--- src/rtl/mfa_pkg.sv ---
package mfa_pkg;

  // field and storage widths
  localparam int DATA_W  = 32;
  localparam int SUM_W   = 40;
  localparam int CNT_W   = 8;
  localparam int CH_W    = 4;
  localparam int FLEN_W  = 8;
  localparam int MASK_W  = 16;
  localparam int CFG_IDX_W  = 8;
  localparam int CFG_DATA_W = 16;

  // register indexes on the configuration port
  localparam logic [CFG_IDX_W-1:0] CFG_FRAME_LENGTH = 8'd0;
  localparam logic [CFG_IDX_W-1:0] CFG_ROUND_MASK   = 8'd1;

  // register reset values
  localparam logic [FLEN_W-1:0] FRAME_LEN_RST  = 8'd10;
  localparam logic [MASK_W-1:0] ROUND_MASK_RST = 16'h2000;

  // operation codes
  localparam logic OP_SAMPLE = 1'b0;
  localparam logic OP_TICK   = 1'b1;

  localparam logic [CNT_W-1:0]  CNT_MAX  = 8'hFF;
  localparam logic [FLEN_W-1:0] TICK_MAX = 8'hFF;

  // controller to datapath
  typedef struct packed {
    logic in_load;
    logic rd_en;
    logic rd_sweep;
    logic acc_wr;
    logic tick_upd;
    logic div_start;
    logic out_load;
    logic frame_clr;
    logic ch_inc;
  } cmd_t;

  // datapath to controller
  typedef struct packed {
    logic in_is_tick;
    logic frame_end;
    logic div_done;
    logic out_free;
    logic last_ch;
  } sts_t;

endpackage

--- src/rtl/mfa_ram.sv ---
module mfa_ram #(
  parameter int WIDTH = 48,
  parameter int DEPTH = 16
) (
  input  logic                                      clk,
  input  logic                                      we,
  input  logic [((DEPTH > 1) ? $clog2(DEPTH) : 1)-1:0] waddr,
  input  logic [WIDTH-1:0]                          wdata,
  input  logic                                      re,
  input  logic [((DEPTH > 1) ? $clog2(DEPTH) : 1)-1:0] raddr,
  output logic [WIDTH-1:0]                          rdata
);

  logic [WIDTH-1:0] mem [DEPTH];
  logic [WIDTH-1:0] rdata_r;

  // one write port, one registered read port
  always_ff @(posedge clk) begin
    if (we) begin
      mem[waddr] <= wdata;
    end
    if (re) begin
      rdata_r <= mem[raddr];
    end
  end

  assign rdata = rdata_r;

endmodule

--- src/rtl/mfa_div.sv ---
module mfa_div (
  input  logic                              clk,
  input  logic                              rst_n,
  input  logic                              start,
  input  logic signed [mfa_pkg::SUM_W-1:0]  dividend,
  input  logic [mfa_pkg::CNT_W-1:0]         divisor,
  output logic                              done,
  output logic signed [mfa_pkg::DATA_W-1:0] quotient
);

  import mfa_pkg::*;

  localparam int STEP_W = $clog2(SUM_W);

  logic              busy_r;
  logic              fin_r;
  logic              done_r;
  logic [STEP_W-1:0] step_r;
  logic [CNT_W-1:0]  rem_r;
  logic [SUM_W-1:0]  quo_r;
  logic              neg_r;
  logic [DATA_W-1:0] q_res_r;

  logic [CNT_W:0]    shifted;
  logic [CNT_W:0]    diff;
  logic              ge;
  logic [CNT_W-1:0]  rem_nxt;
  logic [SUM_W-1:0]  quo_nxt;
  logic [SUM_W-1:0]  mag;
  logic              last_step;

  // restoring division on the magnitude, one quotient bit per cycle
  always_comb begin
    shifted   = {rem_r, quo_r[SUM_W-1]};
    diff      = shifted - {1'b0, divisor};
    ge        = (shifted >= {1'b0, divisor});
    rem_nxt   = ge ? diff[CNT_W-1:0] : shifted[CNT_W-1:0];
    quo_nxt   = {quo_r[SUM_W-2:0], ge};
    mag       = dividend[SUM_W-1] ? (~dividend + 1'b1) : dividend;
    last_step = (step_r == STEP_W'(SUM_W - 1));
  end

  // sequencing flags
  always_ff @(posedge clk) begin
    if (!rst_n) begin
      busy_r <= 1'b0;
      fin_r  <= 1'b0;
      done_r <= 1'b0;
    end else begin
      done_r <= 1'b0;
      if (start) begin
        busy_r <= 1'b1;
        fin_r  <= 1'b0;
      end else if (busy_r) begin
        if (last_step) begin
          busy_r <= 1'b0;
          fin_r  <= 1'b1;
        end
      end else if (fin_r) begin
        fin_r  <= 1'b0;
        done_r <= 1'b1;
      end
    end
  end

  // working registers; sign restored on the low word in the finishing cycle
  always_ff @(posedge clk) begin
    if (start) begin
      quo_r  <= mag;
      rem_r  <= '0;
      step_r <= '0;
      neg_r  <= dividend[SUM_W-1];
    end else if (busy_r) begin
      quo_r  <= quo_nxt;
      rem_r  <= rem_nxt;
      step_r <= step_r + 1'b1;
    end else if (fin_r) begin
      q_res_r <= neg_r ? (~quo_r[DATA_W-1:0] + 1'b1) : quo_r[DATA_W-1:0];
    end
  end

  assign done     = done_r;
  assign quotient = q_res_r;

endmodule

--- src/rtl/mfa_dp.sv ---
module mfa_dp #(
  parameter int NUM_CHANNELS = 16,
  parameter int FRAC_BITS    = 8
) (
  input  logic                                  clk,
  input  logic                                  rst_n,
  input  mfa_pkg::cmd_t                         cmd,
  output mfa_pkg::sts_t                         sts,
  input  logic                                  in_operation,
  input  logic [mfa_pkg::CH_W-1:0]              in_channel,
  input  logic signed [mfa_pkg::DATA_W-1:0]     in_sample_value,
  input  logic                                  cfg_valid,
  input  logic [mfa_pkg::CFG_IDX_W-1:0]         cfg_index,
  input  logic [mfa_pkg::CFG_DATA_W-1:0]        cfg_data,
  input  logic                                  out_ready,
  output logic                                  out_valid,
  output logic [mfa_pkg::CH_W-1:0]              out_channel,
  output logic signed [mfa_pkg::DATA_W-1:0]     out_average,
  output logic [mfa_pkg::CNT_W-1:0]             out_sample_count,
  output logic                                  out_has_value,
  output logic                                  out_last
);

  import mfa_pkg::*;

  localparam int AW    = (NUM_CHANNELS > 1) ? $clog2(NUM_CHANNELS) : 1;
  localparam int RAM_W = SUM_W + CNT_W;
  localparam logic [DATA_W:0]   RND_HALF = (33'd1 << FRAC_BITS) >> 1;
  localparam logic [DATA_W:0]   RND_MASK = ~((33'd1 << FRAC_BITS) - 33'd1);
  localparam logic [DATA_W-1:0] RND_SAT  = 32'h8000_0000 - (32'd1 << FRAC_BITS);

  // configuration
  logic [FLEN_W-1:0]       frame_len_r;
  logic [MASK_W-1:0]       round_mask_r;

  // frame state
  logic [FLEN_W-1:0]       tick_r;
  logic [NUM_CHANNELS-1:0] valid_r;
  logic [AW-1:0]           ch_r;
  logic [CNT_W-1:0]        cnt_cap_r;

  // latched input beat
  logic [CH_W-1:0]          chan_r;
  logic signed [DATA_W-1:0] val_r;

  // output register
  logic                     out_valid_r;
  logic [CH_W-1:0]          out_ch_r;
  logic signed [DATA_W-1:0] out_avg_r;
  logic [CNT_W-1:0]         out_cnt_r;
  logic                     out_has_r;
  logic                     out_last_r;

  logic                     chan_ok;
  logic [AW-1:0]            chan_idx;
  logic                     ent_valid;
  logic                     sweep_valid;
  logic [AW-1:0]            raddr;
  logic [RAM_W-1:0]         rdata;
  logic [SUM_W-1:0]         rd_sum;
  logic [CNT_W-1:0]         rd_cnt;
  logic [SUM_W-1:0]         cur_sum;
  logic [CNT_W-1:0]         cur_cnt;
  logic                     we;
  logic [RAM_W-1:0]         wdata;
  logic [FLEN_W-1:0]        tick_inc;
  logic signed [SUM_W-1:0]  div_dividend;
  logic                     div_done;
  logic signed [DATA_W-1:0] div_q;
  logic [DATA_W:0]          rnd_sum;
  logic [DATA_W:0]          rnd_val;
  logic [DATA_W-1:0]        rnd_res;
  logic [DATA_W-1:0]        avg_nxt;
  logic                     last_ch;

  // sample address decode
  always_comb begin
    chan_ok   = ({1'b0, chan_r} < (CH_W + 1)'(NUM_CHANNELS));
    chan_idx  = chan_r[AW-1:0];
    ent_valid = chan_ok && valid_r[chan_idx];
    sweep_valid = valid_r[ch_r];
    raddr     = cmd.rd_sweep ? ch_r : chan_idx;
    rd_sum    = rdata[RAM_W-1:CNT_W];
    rd_cnt    = rdata[CNT_W-1:0];
  end

  // accumulate: entries not yet written this frame read as empty
  always_comb begin
    cur_sum = ent_valid ? rd_sum : '0;
    cur_cnt = ent_valid ? rd_cnt : '0;
    we      = cmd.acc_wr && chan_ok && (cur_cnt != CNT_MAX);
    wdata   = {cur_sum + {{(SUM_W - DATA_W){val_r[DATA_W-1]}}, val_r},
               cur_cnt + 1'b1};
  end

  mfa_ram #(
    .WIDTH (RAM_W),
    .DEPTH (NUM_CHANNELS)
  ) u_ram (
    .clk   (clk),
    .we    (we),
    .waddr (chan_idx),
    .wdata (wdata),
    .re    (cmd.rd_en),
    .raddr (raddr),
    .rdata (rdata)
  );

  // shared divider for the frame-end sweep
  assign div_dividend = sweep_valid ? rd_sum : '0;

  mfa_div u_div (
    .clk      (clk),
    .rst_n    (rst_n),
    .start    (cmd.div_start),
    .dividend (div_dividend),
    .divisor  (cnt_cap_r),
    .done     (div_done),
    .quotient (div_q)
  );

  // round half up to an integer, saturating at the top, for channels in the rounding mask
  always_comb begin
    rnd_sum = {div_q[DATA_W-1], div_q} + RND_HALF;
    rnd_val = rnd_sum & RND_MASK;
    rnd_res = (!rnd_val[DATA_W] && rnd_val[DATA_W-1]) ? RND_SAT : rnd_val[DATA_W-1:0];
    if (cnt_cap_r == '0) begin
      avg_nxt = '0;
    end else if (round_mask_r[ch_r]) begin
      avg_nxt = rnd_res;
    end else begin
      avg_nxt = div_q;
    end
  end

  // frame counter
  always_comb begin
    tick_inc = (tick_r == TICK_MAX) ? tick_r : tick_r + 1'b1;
    last_ch  = (ch_r == AW'(NUM_CHANNELS - 1));
  end

  // status
  always_comb begin
    sts.in_is_tick = (in_operation == OP_TICK);
    sts.frame_end  = (tick_inc >= frame_len_r);
    sts.div_done   = div_done;
    sts.out_free   = !out_valid_r || out_ready;
    sts.last_ch    = last_ch;
  end

  // control registers
  always_ff @(posedge clk) begin
    if (!rst_n) begin
      frame_len_r  <= FRAME_LEN_RST;
      round_mask_r <= ROUND_MASK_RST;
      tick_r       <= '0;
      valid_r      <= '0;
      ch_r         <= '0;
      out_valid_r  <= 1'b0;
    end else begin
      if (cfg_valid) begin
        unique case (cfg_index)
          CFG_FRAME_LENGTH: frame_len_r  <= cfg_data[FLEN_W-1:0];
          CFG_ROUND_MASK:   round_mask_r <= cfg_data[MASK_W-1:0];
          default: ;
        endcase
      end
      if (cmd.tick_upd) begin
        tick_r <= tick_inc;
      end
      if (we) begin
        valid_r[chan_idx] <= 1'b1;
      end
      if (cmd.ch_inc) begin
        ch_r <= ch_r + 1'b1;
      end
      if (cmd.frame_clr) begin
        tick_r  <= '0;
        valid_r <= '0;
        ch_r    <= '0;
      end
      if (cmd.out_load) begin
        out_valid_r <= 1'b1;
      end else if (out_ready) begin
        out_valid_r <= 1'b0;
      end
    end
  end

  // payload registers
  always_ff @(posedge clk) begin
    if (cmd.in_load) begin
      chan_r <= in_channel;
      val_r  <= in_sample_value;
    end
    if (cmd.div_start) begin
      cnt_cap_r <= sweep_valid ? rd_cnt : '0;
    end
    if (cmd.out_load) begin
      out_ch_r   <= CH_W'(ch_r);
      out_avg_r  <= avg_nxt;
      out_cnt_r  <= cnt_cap_r;
      out_has_r  <= (cnt_cap_r != '0);
      out_last_r <= last_ch;
    end
  end

  assign out_valid        = out_valid_r;
  assign out_channel      = out_ch_r;
  assign out_average      = out_avg_r;
  assign out_sample_count = out_cnt_r;
  assign out_has_value    = out_has_r;
  assign out_last         = out_last_r;

endmodule

--- src/rtl/mfa_ctrl.sv ---
module mfa_ctrl (
  input  logic          clk,
  input  logic          rst_n,
  input  logic          in_valid,
  output logic          in_ready,
  input  mfa_pkg::sts_t sts,
  output mfa_pkg::cmd_t cmd
);

  import mfa_pkg::*;

  typedef enum logic [7:0] {
    S_IDLE   = 8'b0000_0001,
    S_SRD    = 8'b0000_0010,
    S_SWR    = 8'b0000_0100,
    S_TICK   = 8'b0000_1000,
    S_RD     = 8'b0001_0000,
    S_DSTART = 8'b0010_0000,
    S_DWAIT  = 8'b0100_0000,
    S_OUT    = 8'b1000_0000
  } state_t;

  state_t state_r;
  state_t state_nxt;

  // next state and commands
  always_comb begin
    state_nxt = state_r;
    cmd       = '0;
    in_ready  = 1'b0;
    unique case (state_r)
      S_IDLE: begin
        in_ready = 1'b1;
        if (in_valid) begin
          cmd.in_load = 1'b1;
          state_nxt   = sts.in_is_tick ? S_TICK : S_SRD;
        end
      end
      S_SRD: begin
        cmd.rd_en = 1'b1;
        state_nxt = S_SWR;
      end
      S_SWR: begin
        cmd.acc_wr = 1'b1;
        state_nxt  = S_IDLE;
      end
      S_TICK: begin
        cmd.tick_upd = 1'b1;
        state_nxt    = sts.frame_end ? S_RD : S_IDLE;
      end
      S_RD: begin
        cmd.rd_en    = 1'b1;
        cmd.rd_sweep = 1'b1;
        state_nxt    = S_DSTART;
      end
      S_DSTART: begin
        cmd.div_start = 1'b1;
        state_nxt     = S_DWAIT;
      end
      S_DWAIT: begin
        if (sts.div_done) begin
          state_nxt = S_OUT;
        end
      end
      S_OUT: begin
        if (sts.out_free) begin
          cmd.out_load = 1'b1;
          if (sts.last_ch) begin
            cmd.frame_clr = 1'b1;
            state_nxt     = S_IDLE;
          end else begin
            cmd.ch_inc = 1'b1;
            state_nxt  = S_RD;
          end
        end
      end
      default: state_nxt = S_IDLE;
    endcase
  end

  always_ff @(posedge clk) begin
    if (!rst_n) begin
      state_r <= S_IDLE;
    end else begin
      state_r <= state_nxt;
    end
  end

endmodule

--- src/rtl/multichannel_frame_averager.sv ---
// Per-channel frame averager.
// Input channel (in_valid/in_ready): one beat is either a sample for a
// channel (in_operation = 0) or a sampling tick (in_operation = 1).
// Result channel (out_valid/out_ready): at frame end one beat per channel,
// channel 0 first, out_last set on the final channel.
// Configuration channel (cfg_valid/cfg_ready): index 0 frame length,
// index 1 rounding mask; cfg_ready is always high.
// A sample is read, added and written back through the sum/count RAM; a
// tick that does not close a frame only advances the tick counter. No
// new beat is taken until the last one is done. A closing tick sweeps
// every channel, one at a time, through one bit-serial divider that
// retires one quotient bit per cycle over the 40-bit sum.
// Reset (synchronous, rst_n low) empties all channels, clears the tick
// counter and restores the configuration defaults; no clearing pass.
// If the receiver stalls, the sweep holds with the next result ready;
// once the final result is loaded the block takes new beats at once.
module multichannel_frame_averager #(
  parameter int NUM_CHANNELS = 16,
  parameter int FRAC_BITS    = 8
) (
  input  logic                                  clk,
  input  logic                                  rst_n,
  input  logic                                  in_valid,
  output logic                                  in_ready,
  input  logic                                  in_operation,
  input  logic [mfa_pkg::CH_W-1:0]              in_channel,
  input  logic signed [mfa_pkg::DATA_W-1:0]     in_sample_value,
  output logic                                  out_valid,
  input  logic                                  out_ready,
  output logic [mfa_pkg::CH_W-1:0]              out_channel,
  output logic signed [mfa_pkg::DATA_W-1:0]     out_average,
  output logic [mfa_pkg::CNT_W-1:0]             out_sample_count,
  output logic                                  out_has_value,
  output logic                                  out_last,
  input  logic                                  cfg_valid,
  output logic                                  cfg_ready,
  input  logic [mfa_pkg::CFG_IDX_W-1:0]         cfg_index,
  input  logic [mfa_pkg::CFG_DATA_W-1:0]        cfg_data
);

  import mfa_pkg::*;

  cmd_t cmd;
  sts_t sts;

  assign cfg_ready = 1'b1;

  mfa_ctrl u_ctrl (
    .clk      (clk),
    .rst_n    (rst_n),
    .in_valid (in_valid),
    .in_ready (in_ready),
    .sts      (sts),
    .cmd      (cmd)
  );

  mfa_dp #(
    .NUM_CHANNELS (NUM_CHANNELS),
    .FRAC_BITS    (FRAC_BITS)
  ) u_dp (
    .clk              (clk),
    .rst_n            (rst_n),
    .cmd              (cmd),
    .sts              (sts),
    .in_operation     (in_operation),
    .in_channel       (in_channel),
    .in_sample_value  (in_sample_value),
    .cfg_valid        (cfg_valid),
    .cfg_index        (cfg_index),
    .cfg_data         (cfg_data),
    .out_ready        (out_ready),
    .out_valid        (out_valid),
    .out_channel      (out_channel),
    .out_average      (out_average),
    .out_sample_count (out_sample_count),
    .out_has_value    (out_has_value),
    .out_last         (out_last)
  );

endmodule

--- config.mk ---
export PLATFORM = sky130hd
export DESIGN_NAME = multichannel_frame_averager
export DESIGN_NICKNAME = d
export VERILOG_FILES = /design/src/rtl/mfa_pkg.sv /design/src/rtl/mfa_ram.sv /design/src/rtl/mfa_div.sv /design/src/rtl/mfa_dp.sv /design/src/rtl/mfa_ctrl.sv /design/src/rtl/multichannel_frame_averager.sv
export SDC_FILE = /design/constraint.sdc
export NUM_CORES = 1
export LEC_CHECK = 0
export ABC_CLOCK_PERIOD_IN_PS = 11900
export BUFFER_PORTS_ARGS = -buffer_cell sky130_fd_sc_hd__buf_2
export CAP_MARGIN = 20
export CORE_AREA = 2 2 273 409
export DETAILED_ROUTE_END_ITERATION = 7
export DIE_AREA = 0 0 275 411
export PLACE_DENSITY = 0.64
export SLEW_MARGIN = 5
export SYNTH_ARGS = -nofsm -noshare
export SYNTH_HDL_FRONTEND = slang
export SYNTH_SLANG_ARGS = --single-unit
--- constraint.sdc ---
create_clock -name clk -period 11.9 [get_ports clk]
set_input_delay 1.19 -clock clk [delete_from_list [all_inputs] [get_ports clk]]
set_output_delay 1.19 -clock clk [all_outputs]
set_load 0.02 [all_outputs]
; ---- After elaboration in Yosys (flattened, before gate mapping)
; Memory sizes are Yosys's and may differ from the RTL's. A register that Yosys moved wholly into a read port is not among the register bits.
; Cells that the tools add are included.
[totals]
mem_bits_rw = 768
mem_count = 1
ff_bits = 241
in_bits = 66
latch_bits = 0
word_cells = 126
mem_bits_ro = 0
[classes]
eq_ne = 16
order_cmp = 5
n_shift = 0
multipliers = 0
bitwise_logic = 6
n_reduce_logical = 19
n_mux = 47
n_div = 0
addsub = 9
[memory_table]
columns = memory, depth, width, read_ports, rd_clocked_by_memory_dff, wr, line
row1 = u_dp.u_ram.mem, 16, 48, 1, 1, 1, mfa_ram.sv:14  ; logic [WIDTH-1:0] mem [DEPTH];
[op_table]
columns = op, n
row1 = 2-to-1 mux 40 bit, 5
row2 = 2-to-1 mux 32 bit, 3
row3 = one-hot mux 8 bit (7 select lines), 1
row4 = 2-to-1 mux 8 bit, 6
row5 = adder 40 x 1 -> 40 bit (second input constant), 1
row6 = adder 40 bit, 1
row7 = NOT 40 bit, 1
row8 = adder 32 x 9 -> 33 bit (second input constant), 1
row9 = adder 32 x 1 -> 32 bit (second input constant), 1
row10 = NOT 32 bit, 1
row11 = 2-to-1 mux 1 bit, 22
row12 = adder 8 x 1 -> 8 bit (second input constant), 2
row13 = == test 8 x 1 -> 1 bit (second input constant), 2
row14 = == test 8 bit (second input constant), 2
row15 = zero test 8 bit, 2
row16 = bitwise OR 16 bit, 1
row17 = binary-select mux 1 bit (select 4 bit), 3
row18 = less-than comparator 4 x 5 -> 1 bit (second input constant), 2
row19 = 2-to-1 mux 5 bit, 2
row20 = greater-or-equal comparator 9 x 8 -> 1 bit, 1
row21 = == test 8 x 2 -> 1 bit (second input constant), 1
row22 = == test 8 x 3 -> 1 bit (second input constant), 1
row23 = == test 8 x 4 -> 1 bit (second input constant), 1
row24 = == test 8 x 5 -> 1 bit (second input constant), 1
row25 = 25 further kinds, 38

; ---- Longest topological paths before layout
; Gate-level depths: netlist of run 1.
[logic_depth]
ltp_word = 7
depth_mapped = 18
ltp_nobuf = 16

; ---- Cells and area by module
; From an unflattened synthesis of run 1, not the netlist that was laid out.
[unflattened]
hier_cells = 2745
area_unflattened_um2 = 45164.6
[modules_own_cells]
columns = module, cells_each, n_inst, area_each_um2
row1 = mfa_ram, 1242, 1, 30171.4
row2 = mfa_dp, 916, 1, 9116.2
row3 = mfa_div, 522, 1, 5351.4
row4 = mfa_ctrl, 63, 1, 514.2
row5 = multichannel_frame_averager, 2, 1, 11.3

; ---- Worst setup path before layout of run 1
; Ideal clock, no wire load.
[synth_timing]
kind = register to register
start = register u_dp.chan_r[0] (netlist: u_dp.chan_idx[0])
end = memory u_dp.u_ram.mem[4][0] (enable)
setup_time_ns = 0.593
path_stages_with_launch = 13
required_ns = 11.307
slack_ns = 3.283
n_path_buf = 2
arrival_ns = 8.024
cell_sequence = edfxtp_1 > clkbuf_1 > mux4_2 > a211oi_1 > a21oi_1 > clkbuf_1 > nand2_1 > inv_1 > ha_1 > nand3_1 > nor2_1 > a311oi_1 > nor4b_1
[synth_via]
elab_chain_cells = 7
[synth_rtl]
columns = item, line
row1 = start: declaration, mfa_dp.sv:43  ; logic [CH_W-1:0] chan_r;
row2 = start signal: assignment, mfa_dp.sv:193  ; chan_r <= in_channel;
row3 = binary-select mux 1 bit (select 4 bit), mfa_dp.sv:80  ; ent_valid = chan_ok && valid_r[chan_idx];
row4 = 2-to-1 mux 1 bit (implied by the code), mfa_dp.sv:80
row5 = 2-to-1 mux 8 bit, mfa_dp.sv:90  ; cur_cnt = ent_valid ? rd_cnt : '0;
row6 = inequality test 8 bit, mfa_dp.sv:91  ; we = cmd.acc_wr && chan_ok && (cur_cnt != CNT_MAX);
row7 = logical AND 1 bit, mfa_dp.sv:91
row8 = 2-to-1 mux 1 bit, mfa_ram.sv:19  ; if (we) begin
row9 = 2-to-1 mux 1 bit (implied by the code), mfa_ram.sv:20  ; mem[waddr] <= wdata;
row10 = end: declaration, mfa_ram.sv:14
; Parallel ways exist; a longest one is shown, timed or not. The select of a mux whose other input is x is not followed.

; ---- Worst setup path in the final report of run 1
[layout_timing]
start = register u_dp.chan_r[0] (netlist: u_dp.chan_idx[0])
end = memory u_dp.u_ram.mem[14][43] (enable)
; The elaborated chain is that of the path after synthesis.

==> results of run 1 <==
## logic make-up (layout without fill, tap and decap cells)
logic type / Yosys count / in the layout
flip-flops: 1057 / 1057
AND/OR/NAND/NOR: 674 / 674
AO/OA/AOI/OAI: 389 / 389
multiplexers: 246 / 246
buffers and inverters: 172 / 404
XOR/XNOR: 143 / 143
adder cells (fa/ha/maj): 64 / 64
other: 1 / 2
## layout make-up
type                    instances  area (sq um)  area share
diodes                          1          2.50   0.0000497
clock inverters                57           597      0.0119
inverters                      42           158     0.00313
flip-flops and latches       1057         31000       0.615
multi-input cells            1517         13100       0.260
well taps                    1434          1790      0.0356
repair buffers                183          1140      0.0227
clock buffers                 122          2620      0.0520
## state kept, by name, indices dropped and copies added (netlist names), 16 cells and up
name / flops
u_dp.u_ram.mem: 768
u_dp.valid_r: 16
u_dp.u_div.quo_r: 40
u_dp.round_mask_r: 16
u_dp.u_div.quotient: 32
u_dp.val_r: 32
u_dp.u_ram.rdata: 48
u_dp.out_average: 32
## placed cells by master (no fill, tap or decap), types with 6 or more instances in the layout
master                      Yosys  final
sky130_fd_sc_hd__ha_1          62     62
sky130_fd_sc_hd__clkbuf_1      84     20
sky130_fd_sc_hd__nor2b_1       14     14
sky130_fd_sc_hd__buf_2         22    113
sky130_fd_sc_hd__xnor2_1       78     78
sky130_fd_sc_hd__nand2_1      240    240
sky130_fd_sc_hd__or3_1         19     19
sky130_fd_sc_hd__edfxtp_1     979    979
sky130_fd_sc_hd__o41ai_1       10      9
sky130_fd_sc_hd__clkbuf_16      0    101
sky130_fd_sc_hd__a211oi_1      61     61
sky130_fd_sc_hd__a21o_1        18     18
sky130_fd_sc_hd__nand2b_1      15     14
sky130_fd_sc_hd__mux4_2       204    204
sky130_fd_sc_hd__o21a_1         7      7
sky130_fd_sc_hd__a31oi_1       52     52
sky130_fd_sc_hd__nand4_1       17     17
sky130_fd_sc_hd__buf_4          5     66
sky130_fd_sc_hd__inv_1         42     41
sky130_fd_sc_hd__a21oi_1       95     94
sky130_fd_sc_hd__o21bai_1       6      6
sky130_fd_sc_hd__nand3b_1       9      9
sky130_fd_sc_hd__nand3_1       31     31
sky130_fd_sc_hd__nor2_1       141    130
sky130_fd_sc_hd__or4_1          7      7
sky130_fd_sc_hd__o21ai_0       74     74
sky130_fd_sc_hd__nor2_4         0     10
sky130_fd_sc_hd__nor3_1        25     22
sky130_fd_sc_hd__dfxtp_1       78     78
sky130_fd_sc_hd__and3_1         7      6
sky130_fd_sc_hd__clkinv_2       0     15
sky130_fd_sc_hd__and2_1       113    112
sky130_fd_sc_hd__o31ai_1       35     35
sky130_fd_sc_hd__xor2_1        65     65
sky130_fd_sc_hd__o211ai_1       7      7
sky130_fd_sc_hd__clkinv_1       0     20
sky130_fd_sc_hd__mux2i_1       36     32
sky130_fd_sc_hd__bufinv_16      0     11
## how the worst max path moves through the flow
stage	startpoint	end	slack (ns)	cells past startpoint
after detailed placement	u_dp.chan_idx[0]	u_dp.u_ram.mem[14][35]	5.57	14
after global placement	u_dp.chan_idx[0]	u_dp.u_ram.mem[14][33]	5.65	14
after CTS	u_dp.chan_idx[0]	u_dp.u_ram.mem[14][39]	5.55	14
after floorplan	u_dp.chan_idx[0]	u_dp.u_ram.mem[4][0]	3.28	12
after global routing	u_dp.chan_idx[0]	u_dp.u_ram.mem[14][39]	5.21	14
final	u_dp.chan_idx[0]	u_dp.u_ram.mem[14][43]	5.61	14
## routing by layer
| layer | vias to the layer above | global-route usage |
|---|---|---|
| met5 | - | 0 |
| li1 | 11003 | - |
| met3 | 157 | 0.0261 |
| met2 | 608 | 0.319 |
| met1 | 12297 | 0.215 |
| met4 | 0 | 0.0606 |
## report_power, final
part           internal [mW]  switching (mW)
Clock                   1.80            1.34
Combinational          0.579           0.991
Sequential              4.51          0.0814
## worst max-delay path: cells and delay by family (launching register included)
kind            cells  cell delay (ns)
mux                 1             0.57
buf+inv             3             1.07
flops               1             0.70
fa+ha+maj           1             0.24
simple gates        6             2.13
compound gates      3             1.13
## through the flow
stage,area (sq um),utilization
6_report,50300,0.459
5_1_grt,50300,0.459
4_1_cts,50200,0.458
3_5_place_dp,47000,0.429
3_3_place_gp,46900,0.428
2_1_floorplan,44600,-
==> metrics.cfg, run 1 <==
[worst_setup_path]
crit_type = reg2reg
cp_max_fo = 49
critical-path-slowest-cell = sky130_fd_sc_hd__nor2_4
worstRegToRegCells = 14
worst_r2r_startpoint = u_dp.chan_idx[0]
worst-r2r-setup-slack_ns = 5.61
setup.worst_path.end_class = register
worst_r2r_endpoint = u_dp.u_ram.mem[14][43]
crit_path_start_kind = register
worst_path_largest_cell_delay_ns = 0.84
critPathMostFrequentCell = sky130_fd_sc_hd__buf_4
worst-endpoint-arrival_ns = 6.59
worst-endpoint-required_ns = 12.20
critical_path.cell_chain = mux4_2 -> nor2b_1 -> a211oi_1 -> a21oi_4 -> buf_4 -> nand2_1 -> inv_1 -> ha_1 -> nand3_1 -> nor2_1 -> a311oi_1 -> nand3b_1 -> nor2_4 -> buf_4

[die]
design.core.area_sq_mm = 0.110
dieWidth_microns = 275
design.die.area_sq_mm = 0.113
io_pins = 115
initial_core_util = 0.407
num_rows = 149
dieHeight_microns = 411

[route]
route.met3.wl_mm = 5.20
postRouteAntennaNets = 0
drt-wirelength-per-cell_microns = 22.6
detailedRoute.firstPassIterationCount = 5
vias_per_cell = 5.45
uppermost_signal_routing_layer_after_detailed_routing = met4
routed-wl-met2_mm = 52.9
vias = 24065
routed_wirelength_mm = 99.7
detail_route.wirelength.met1_mm = 38.7
drt_iter0_markers = 1887
post_route_drc = 0

[clock_network]
cts_inserted_buffers = 97
root_buffer = sky130_fd_sc_hd__clkbuf_16
post_cts_hold_fix_bufs = 0
max-clock-path-buffers = 3
worstSkewPairLatency_ns = 0.69
cts_post_setup_buffers_inserted = 0
cts_tree = yes
cts-htree-levels = 3
ctsResizeCount = 0
path_clk_slew_ns = 0.07
cts.sink_count = 1057

[synthesis]
netlist-cell-type-count = 67
synth_enable_flop_cells = 979
flip_flop_and_latch_count_after_synthesis = 1057
synth_top_flop_cell = sky130_fd_sc_hd__edfxtp_1
synth-xor-area-share = 0.0281
synth_largest_area_cell = sky130_fd_sc_hd__edfxtp_1
synth_simple_gate_area_share = 0.0739
synthAdderAreaFrac = 0.0183
yosysWarnings = 0
netlist_area_sq_mm = 0.0446
synth_seq_area_share = 0.694
synth_compound_area_frac = 0.0555
post_synth_main_area_contributors = sky130_fd_sc_hd__edfxtp_1 (66%), sky130_fd_sc_hd__mux4_2 (10%), sky130_fd_sc_hd__dfxtp_1 (3.5%)
post_synth_most_frequent_cells = sky130_fd_sc_hd__edfxtp_1 (979), sky130_fd_sc_hd__nand2_1 (240), sky130_fd_sc_hd__mux4_2 (204)
top_count_cell_post_synth = sky130_fd_sc_hd__edfxtp_1
post_synth.cell_area_avg_sq_um = 16.2
synth_top_family_by_area = multiplexers
synth_async_reset_ratio = 0
synth_top_area_frac = 0.659
synth_cells = 2746
multiplexer_fraction_of_the_synthesized_cell_area = 0.113
synthesis.nets = 2876

[min_path]
timing.hold.worst_path_depth = 0
hp-class = reg2reg
whs_endpoint = u_dp.out_sample_count[3]
min_from = u_dp.cnt_cap_r[3]

[cells_and_area]
fillers = 9444
post_route_cells_drive_above_1_share = 0.194
area_delta_synth_final_pct = 12.9
finalNonFillerCells = 4413
nNetsFinal = 3028

[place]
port-buffer-count = 113
placement.setup.worst_slack_ns = 5.57
place.gp.congestion = 0.827
post-place-cells = 4217
dp.final_hpwl_mm = 57.9

[power]
design_power_total_mw = 9.30
p_per_area_mw_per_mm2 = 185
total_leakage_power_nw = 16.7
power.ir.vdd_worst_uv = 149

[run]
cap_violations = 0

[timing]
timing.clock.skew_ns = 0.0326
final_count_of_hold_timing_violations = 0
setup_viol = 0
slew_violations = 0
min_period_ns = 6.29
final.setup.tns_ns = 0
maxClockFrequency_ghz = 0.159
timing_worst_slew_pin_value_ns = 1.11
relSlewSlack = 0.254
setup_repair_after_global_routing_missed_its_margin = no
timing.final.ws_setup_ns = 5.61
fin_worst_hold_slack_ns = 0.484
timing.final.crit_share = 0.529

[grt]
grt_antenna_before_repair = 7
wire_length_of_the_first_global_routing_pass_mm = 149
vias_in_the_first_global_route = 24307
pin_count_of_the_biggest_net_entering_global_routing = 104
grt_overflow = 0
grt_usage = 0.177

[run_status]
status = completed

No activity file was read; power rests on OpenSTA's default activity.
==> run 2, diff against run 1 <==
--- a/config.mk
+++ b/config.mk
@@ -5,13 +5,13 @@
 export SDC_FILE = /design/constraint.sdc
 export NUM_CORES = 1
 export LEC_CHECK = 0
-export ABC_CLOCK_PERIOD_IN_PS = 11900
+export ABC_CLOCK_PERIOD_IN_PS = 5140
 export BUFFER_PORTS_ARGS = -buffer_cell sky130_fd_sc_hd__buf_2
 export CAP_MARGIN = 20
 export CORE_AREA = 2 2 273 409
 export DETAILED_ROUTE_END_ITERATION = 7
 export DIE_AREA = 0 0 275 411
-export PLACE_DENSITY = 0.64
+export PLACE_DENSITY = 0.66
 export SLEW_MARGIN = 5
 export SYNTH_ARGS = -nofsm -noshare
 export SYNTH_HDL_FRONTEND = slang
==> constraint.sdc (replaced) <==
create_clock -name clk -period 5.14 [get_ports clk]
set_input_delay 0.514 -clock clk [delete_from_list [all_inputs] [get_ports clk]]
set_output_delay 0.514 -clock clk [all_outputs]
set_load 0.02 [all_outputs]
==> metrics.cfg, run 2 (synthesized netlist as in run 1, its figures left out) <==
[clock_network]
root_buffer = sky130_fd_sc_hd__clkbuf_16
cts_inserted_buffers = 96
worstSkewPairLatency_ns = 0.69
cts_tree = yes
cts.sink_count = 1057
cts-htree-levels = 3
max-clock-path-buffers = 3
path_clk_slew_ns = 0.06

[place]
port-buffer-count = 113
dp.final_hpwl_mm = 64.5
place.gp.congestion = 0.872
placement.setup.worst_slack_ns = -0.0196

[timing]
timing.clock.skew_ns = 0.0271
min_period_ns = 4.81
timing.final.crit_share = 0.937
timing.final.ws_setup_ns = 0.325
timing_worst_slew_pin_value_ns = 1.08
fin_worst_hold_slack_ns = 0.0689
maxClockFrequency_ghz = 0.208
relSlewSlack = 0.277
setup_repair_after_global_routing_missed_its_margin = no
final_count_of_hold_timing_violations = 0
slew_violations = 0
setup_viol = 0

[route]
postRouteAntennaNets = 0
drt_iter0_markers = 1818
routed_wirelength_mm = 103
detailedRoute.firstPassIterationCount = 5
vias_per_cell = 5.43
post_route_drc = 0
drt-wirelength-per-cell_microns = 22.6
vias = 24667

[cells_and_area]
nNetsFinal = 3170
post_route_cells_drive_above_1_share = 0.219
largest-register = u_dp.u_ram.mem
finish.utilization = 0.472
sequential_cell_area_sq_mm = 0.0310
layout_commonest_cell = sky130_fd_sc_hd__edfxtp_1
layout.cells.most_common_list = sky130_fd_sc_hd__edfxtp_1 (979), sky130_fd_sc_hd__nand2_1 (240), sky130_fd_sc_hd__mux4_2 (204), sky130_fd_sc_hd__buf_4 (137), sky130_fd_sc_hd__nor2_1 (130)
flip_flop_count_of_the_largest_register_all_copies_and_words_added = 768
multi_input_area_sq_mm = 0.0132
fillers = 9325
area_delta_synth_final_pct = 16.0

[grt]
vias_in_the_first_global_route = 24839
pin_count_of_the_biggest_net_entering_global_routing = 97
grt_overflow = 0
grt_antenna_before_repair = 4
wire_length_of_the_first_global_routing_pass_mm = 153
grt_usage = 0.183

[power]
total_leakage_power_nw = 17.4
design_power_total_mw = 21.4
switching_power_mw = 5.66
power.ir.vdd_worst_uv = 278
comb_power_share = 0.187
p_per_area_mw_per_mm2 = 414
power_frac_clock = 0.317
share_seq_of_total_power = 0.496
sw_frac_of_total = 0.264
p_int_mw = 15.7

[worst_setup_path]
worst-endpoint-arrival_ns = 5.25
worst-r2r-setup-slack_ns = 0.33
worst-endpoint-required_ns = 5.57
crit_type = reg2reg
cp_max_fo = 16
setup.worst_path.end_class = register
crit_path_start_kind = register

[die]
design.die.area_sq_mm = 0.113
num_rows = 149
dieWidth_microns = 275
dieHeight_microns = 411
io_pins = 115
design.core.area_sq_mm = 0.110
initial_core_util = 0.407

[min_path]
hp-class = in2reg

[run_status]
status = completed

[run]
cap_violations = 0

run 2: worst paths after layout:
check	endpoint	cells past startpoint	startpoint
worst min-delay path	u_dp.round_mask_r[8]	3	cfg_data[8]
worst max register to register	u_dp.u_ram.mem[7][38]	19	u_dp.chan_idx[0]
worst min register to register	u_dp.u_div.quotient[0]	0	u_dp.u_div.quo_r[0]
worst max-delay path	u_dp.u_ram.mem[7][38]	19	u_dp.chan_idx[0]
run 2: area by class of cell:
cell class / instances / share of cell area
clock buffer: 115 / 0.0482
multi-input combinational: 1517 / 0.255
timing repair buffer: 326 / 0.0523
sequential: 1057 / 0.598
antenna: 1 / 0.0000484
inverter: 42 / 0.00305
tap: 1434 / 0.0347
clock inverter: 54 / 0.00842
run 2: critical path: stages (launching register included):
cell and delay (ns):
sky130_fd_sc_hd__edfxtp_1 0.43, sky130_fd_sc_hd__mux4_2 0.52, sky130_fd_sc_hd__nor2b_1 0.14, sky130_fd_sc_hd__a211oi_1 0.21, sky130_fd_sc_hd__buf_4 0.16, sky130_fd_sc_hd__a21oi_4 0.06, sky130_fd_sc_hd__and2_1 0.19, sky130_fd_sc_hd__ha_1 0.20
sky130_fd_sc_hd__fa_1 0.39, sky130_fd_sc_hd__a211oi_1 0.32, sky130_fd_sc_hd__nor3_1 0.15, sky130_fd_sc_hd__nor2_1 0.19, sky130_fd_sc_hd__buf_4 0.15, sky130_fd_sc_hd__a211oi_1 0.10, sky130_fd_sc_hd__o21ai_1 0.28, sky130_fd_sc_hd__o21ai_0 0.12
sky130_fd_sc_hd__a21o_1 0.22, sky130_fd_sc_hd__a311oi_1 0.42, sky130_fd_sc_hd__xnor2_2 0.15, sky130_fd_sc_hd__buf_12 0.16
run 2: metrics by stage:
stage / cell area, sq um / instances / setup TNS [ns]
6_report: 51700 / 4546 / 0
5_1_grt: 51700 / 4546 / 0
3_3_place_gp: 48200 / 4324 / -1.09
3_5_place_dp: 48200 / 4328 / -0.310
2_1_floorplan: 44600 / 2746 / -269.46
4_1_cts: 51600 / 4535 / 0
run 2: power groups by stage:
| stage | sequential [mW] | clock (mW) | combinational (mW) |
|---|---|---|---|
| after floorplan | 10.7 | 0 | 2.50 |
| after global placement | 10.8 | 0 | 3.79 |
| after detailed placement | 10.8 | 0 | 3.88 |
| after CTS | 10.6 | 6.95 | 3.92 |
| after global routing | 10.6 | 7.25 | 4.36 |
| final | 10.6 | 6.80 | 4.00 |
run 2: what timing repair did:
action | in CTS | in global routing
setup endpoints to repair | 42 | 112
resized for setup | 3 | 9
hold endpoints to repair | 38 | 0
setup buffers | 0 | 2
hold buffers | 38 | 0
pin swaps | 0 | 2
run 2: layer usage:
metal / global-route usage / vias to the layer above / routed length, microns
li1: - / 11284 / -
met1: 0.222 / 12516 / 39600
met2: 0.318 / 701 / 52700
met3: 0.0341 / 166 / 6400
met4: 0.0776 / 0 / 3900
met5: 0 / - / 0
==> run 3, diff against run 2 <==
--- a/config.mk
+++ b/config.mk
@@ -8,10 +8,11 @@
 export ABC_CLOCK_PERIOD_IN_PS = 5140
 export BUFFER_PORTS_ARGS = -buffer_cell sky130_fd_sc_hd__buf_2
 export CAP_MARGIN = 20
-export CORE_AREA = 2 2 273 409
+export CORE_AREA = 2 2 276 414
 export DETAILED_ROUTE_END_ITERATION = 7
-export DIE_AREA = 0 0 275 411
-export PLACE_DENSITY = 0.66
+export DIE_AREA = 0 0 278 416
+export GPL_TIMING_DRIVEN = 0
+export PLACE_DENSITY = 0.55
 export SLEW_MARGIN = 5
 export SYNTH_ARGS = -nofsm -noshare
 export SYNTH_HDL_FRONTEND = slang
==> metrics.cfg, run 3 (synthesized netlist as in run 1, its figures left out) <==
[grt]
grt_use_met1 = 0.226
wire_length_of_the_first_global_routing_pass_mm = 169
grt_overflow = 0
grt_usage = 0.197
vias_in_the_first_global_route = 26644
global_route.peak_usage_layer = met2
grtUsageMet2 = 0.373
grt_use_met3 = 0.0259
grt_antenna_before_repair = 4
pin_count_of_the_biggest_net_entering_global_routing = 44

[timing]
final_count_of_hold_timing_violations = 0
setup_viol = 0
fin_worst_hold_slack_ns = 0.0676
timing_worst_slew_pin_value_ns = 1.01
timing.clock.skew_ns = 0.0317
timing.final.crit_share = 0.963
slew_violations = 0
min_period_ns = 4.95
final.setup.tns_ns = 0
relSlewSlack = 0.327
maxClockFrequency_ghz = 0.202

[power]
switching_power_mw = 6.01
share_seq_of_total_power = 0.475
design_power_total_mw = 22.3
power_frac_clock = 0.334
sw_frac_of_total = 0.269
total_leakage_power_nw = 17.6
comb_power_share = 0.191
p_per_area_mw_per_mm2 = 425
p_int_mw = 16.3
power.ir.vdd_worst_uv = 259

[clock_network]
path_clk_slew_ns = 0.06
cts.sink_count = 1057
root_buffer = sky130_fd_sc_hd__clkbuf_16
worstSkewPairLatency_ns = 0.70
max-clock-path-buffers = 3
cts_inserted_buffers = 99
cts_tree = yes
cts-htree-levels = 3

[route]
detailedRoute.firstPassIterationCount = 7
postRouteAntennaNets = 0
drt-wirelength-per-cell_microns = 24.6
post_route_drc = 0
drt_iter0_markers = 1925
routed_wirelength_mm = 114
vias = 25447
vias_per_cell = 5.50

[cells_and_area]
area_delta_synth_final_pct = 17.8
layout.cells.most_common_list = sky130_fd_sc_hd__edfxtp_1 (979), sky130_fd_sc_hd__nand2_1 (239), sky130_fd_sc_hd__mux4_2 (204), sky130_fd_sc_hd__buf_2 (133), sky130_fd_sc_hd__nor2_1 (127)
layout_commonest_cell = sky130_fd_sc_hd__edfxtp_1
post_route_cells_drive_above_1_share = 0.224
fillers = 9467
largest-register = u_dp.u_ram.mem
flip_flop_count_of_the_largest_register_all_copies_and_words_added = 768
finish.utilization = 0.467
nNetsFinal = 3224

[min_path]
min_from = cfg_data[13]
timing.hold.worst_path_depth = 3
hp-class = in2reg
whs_endpoint = u_dp.round_mask_r[13]

[run]
cap_violations = 0

[worst_setup_path]
crit_type = reg2reg
cp_max_fo = 12
worst-r2r-setup-slack_ns = 0.19
crit_path_start_kind = register
worst_r2r_startpoint = u_dp.chan_idx[0]
cp-startpoint = u_dp.chan_idx[0]
setup.worst_path.end_class = register
worst-endpoint-required_ns = 5.57
worst_r2r_endpoint = u_dp.u_ram.mem[7][47]
worst-endpoint-arrival_ns = 5.38
worstRegToRegCells = 20

[die]
design.die.area_sq_mm = 0.116
dieHeight_microns = 416
num_rows = 151
dieWidth_microns = 278
design.core.area_sq_mm = 0.112
initial_core_util = 0.397
io_pins = 115

[place]
place.gp.congestion = 0.882
dp.final_hpwl_mm = 80.9
port-buffer-count = 112

[run_status]
status = completed

-- run 3: cell types whose count changed in the layout (fill, tap and decap cells not counted), moves of 7 or more --
cell and change:
sky130_fd_sc_hd__a21oi_1 -8, sky130_fd_sc_hd__a21oi_2 +9, sky130_fd_sc_hd__buf_1 +9, sky130_fd_sc_hd__buf_12 -9
sky130_fd_sc_hd__buf_2 +19, sky130_fd_sc_hd__buf_4 -82, sky130_fd_sc_hd__buf_6 +16, sky130_fd_sc_hd__buf_8 +19
sky130_fd_sc_hd__bufinv_16 +7, sky130_fd_sc_hd__clkbuf_1 +71, sky130_fd_sc_hd__clkbuf_16 +7, sky130_fd_sc_hd__xnor2_1 -8
-- run 3: power by group through the flow --
stage	Sequential, mW	Clock (mW)	Combinational, mW
CTS	10.6	7.62	4.16
finish	10.6	7.44	4.27
detailed placement	10.8	0	3.88
global route	10.6	7.90	4.60
floorplan	10.7	0	2.50
global placement	10.8	0	3.62
-- run 3: final cells by class --
type / instances / area (sq um) / share of cell area
Antenna cell: 2 / 5.00 / 0.0000953
Buffer: 127 / 618 / 0.0118
Clock buffer: 119 / 2670 / 0.0509
Clock inverter: 60 / 594 / 0.0113
Inverter: 42 / 158 / 0.00300
Multi-Input combinational cell: 1517 / 13500 / 0.256
Sequential cell: 1057 / 31000 / 0.590
Tap cell: 1453 / 1820 / 0.0346
Timing Repair Buffer: 250 / 2220 / 0.0423
-- run 3: stage by stage --
| stage | instance area, sq um | worst slack, ns | std cells |
|---|---|---|---|
| floorplan | 44600 | -0.522 | 2746 |
| global placement | 47000 | -4.49 | 4311 |
| detailed placement | 48100 | -1.76 | 4370 |
| CTS | 52200 | 0.0112 | 4605 |
| global route | 52500 | -0.0193 | 4626 |
| finish | 52500 | 0.188 | 4627 |
-- run 3: worst max path at each step --
stage	endpoint	slack (ns)	cells past startpoint
3_3_place_gp	u_dp.u_ram.mem[5][34]	-4.49	13
2_1_floorplan	u_dp.u_ram.mem[7][0]	-0.52	13
3_5_place_dp	u_dp.u_ram.mem[8][46]	-1.76	17
5_1_grt	u_dp.u_ram.mem[8][38]	-0.02	20
6_report	u_dp.u_ram.mem[7][47]	0.19	20
4_1_cts	u_dp.u_ram.mem[5][28]	0.01	16
-- run 3: worst max-delay path, cell delays in order (launching register included) --
cell,delay [ns]
sky130_fd_sc_hd__edfxtp_1,0.40
sky130_fd_sc_hd__clkbuf_8,0.22
sky130_fd_sc_hd__mux4_2,0.53
sky130_fd_sc_hd__a211oi_2,0.25
sky130_fd_sc_hd__a21oi_2,0.13
sky130_fd_sc_hd__clkbuf_8,0.28
sky130_fd_sc_hd__clkbuf_2,0.20
sky130_fd_sc_hd__and2_1,0.19
sky130_fd_sc_hd__ha_1,0.26
sky130_fd_sc_hd__a211oi_1,0.35
sky130_fd_sc_hd__o211ai_1,0.13
sky130_fd_sc_hd__buf_4,0.17
sky130_fd_sc_hd__nand4_1,0.09
sky130_fd_sc_hd__buf_4,0.15
sky130_fd_sc_hd__a21oi_1,0.09
sky130_fd_sc_hd__a211oi_2,0.26
sky130_fd_sc_hd__a21oi_2,0.12
sky130_fd_sc_hd__a31oi_2,0.30
sky130_fd_sc_hd__and4b_1,0.31
sky130_fd_sc_hd__nor3_4,0.08
sky130_fd_sc_hd__buf_4,0.18
-- run 3: per-layer routing --
metal / part of all wire / vias to the layer above
li1: - / 11398
met1: 0.37 / 13137
met2: 0.55 / 707
met3: 0.045 / 205
met4: 0.033 / 0
met5: 0 / -
-- run 3: timing repair --
item,in CTS,in global routing
pin swaps,19,8
hold endpoints to repair,32,0
buffers inserted,25,10
setup endpoints to repair,1259,468
gates resized for setup,59,26
hold buffers,32,0
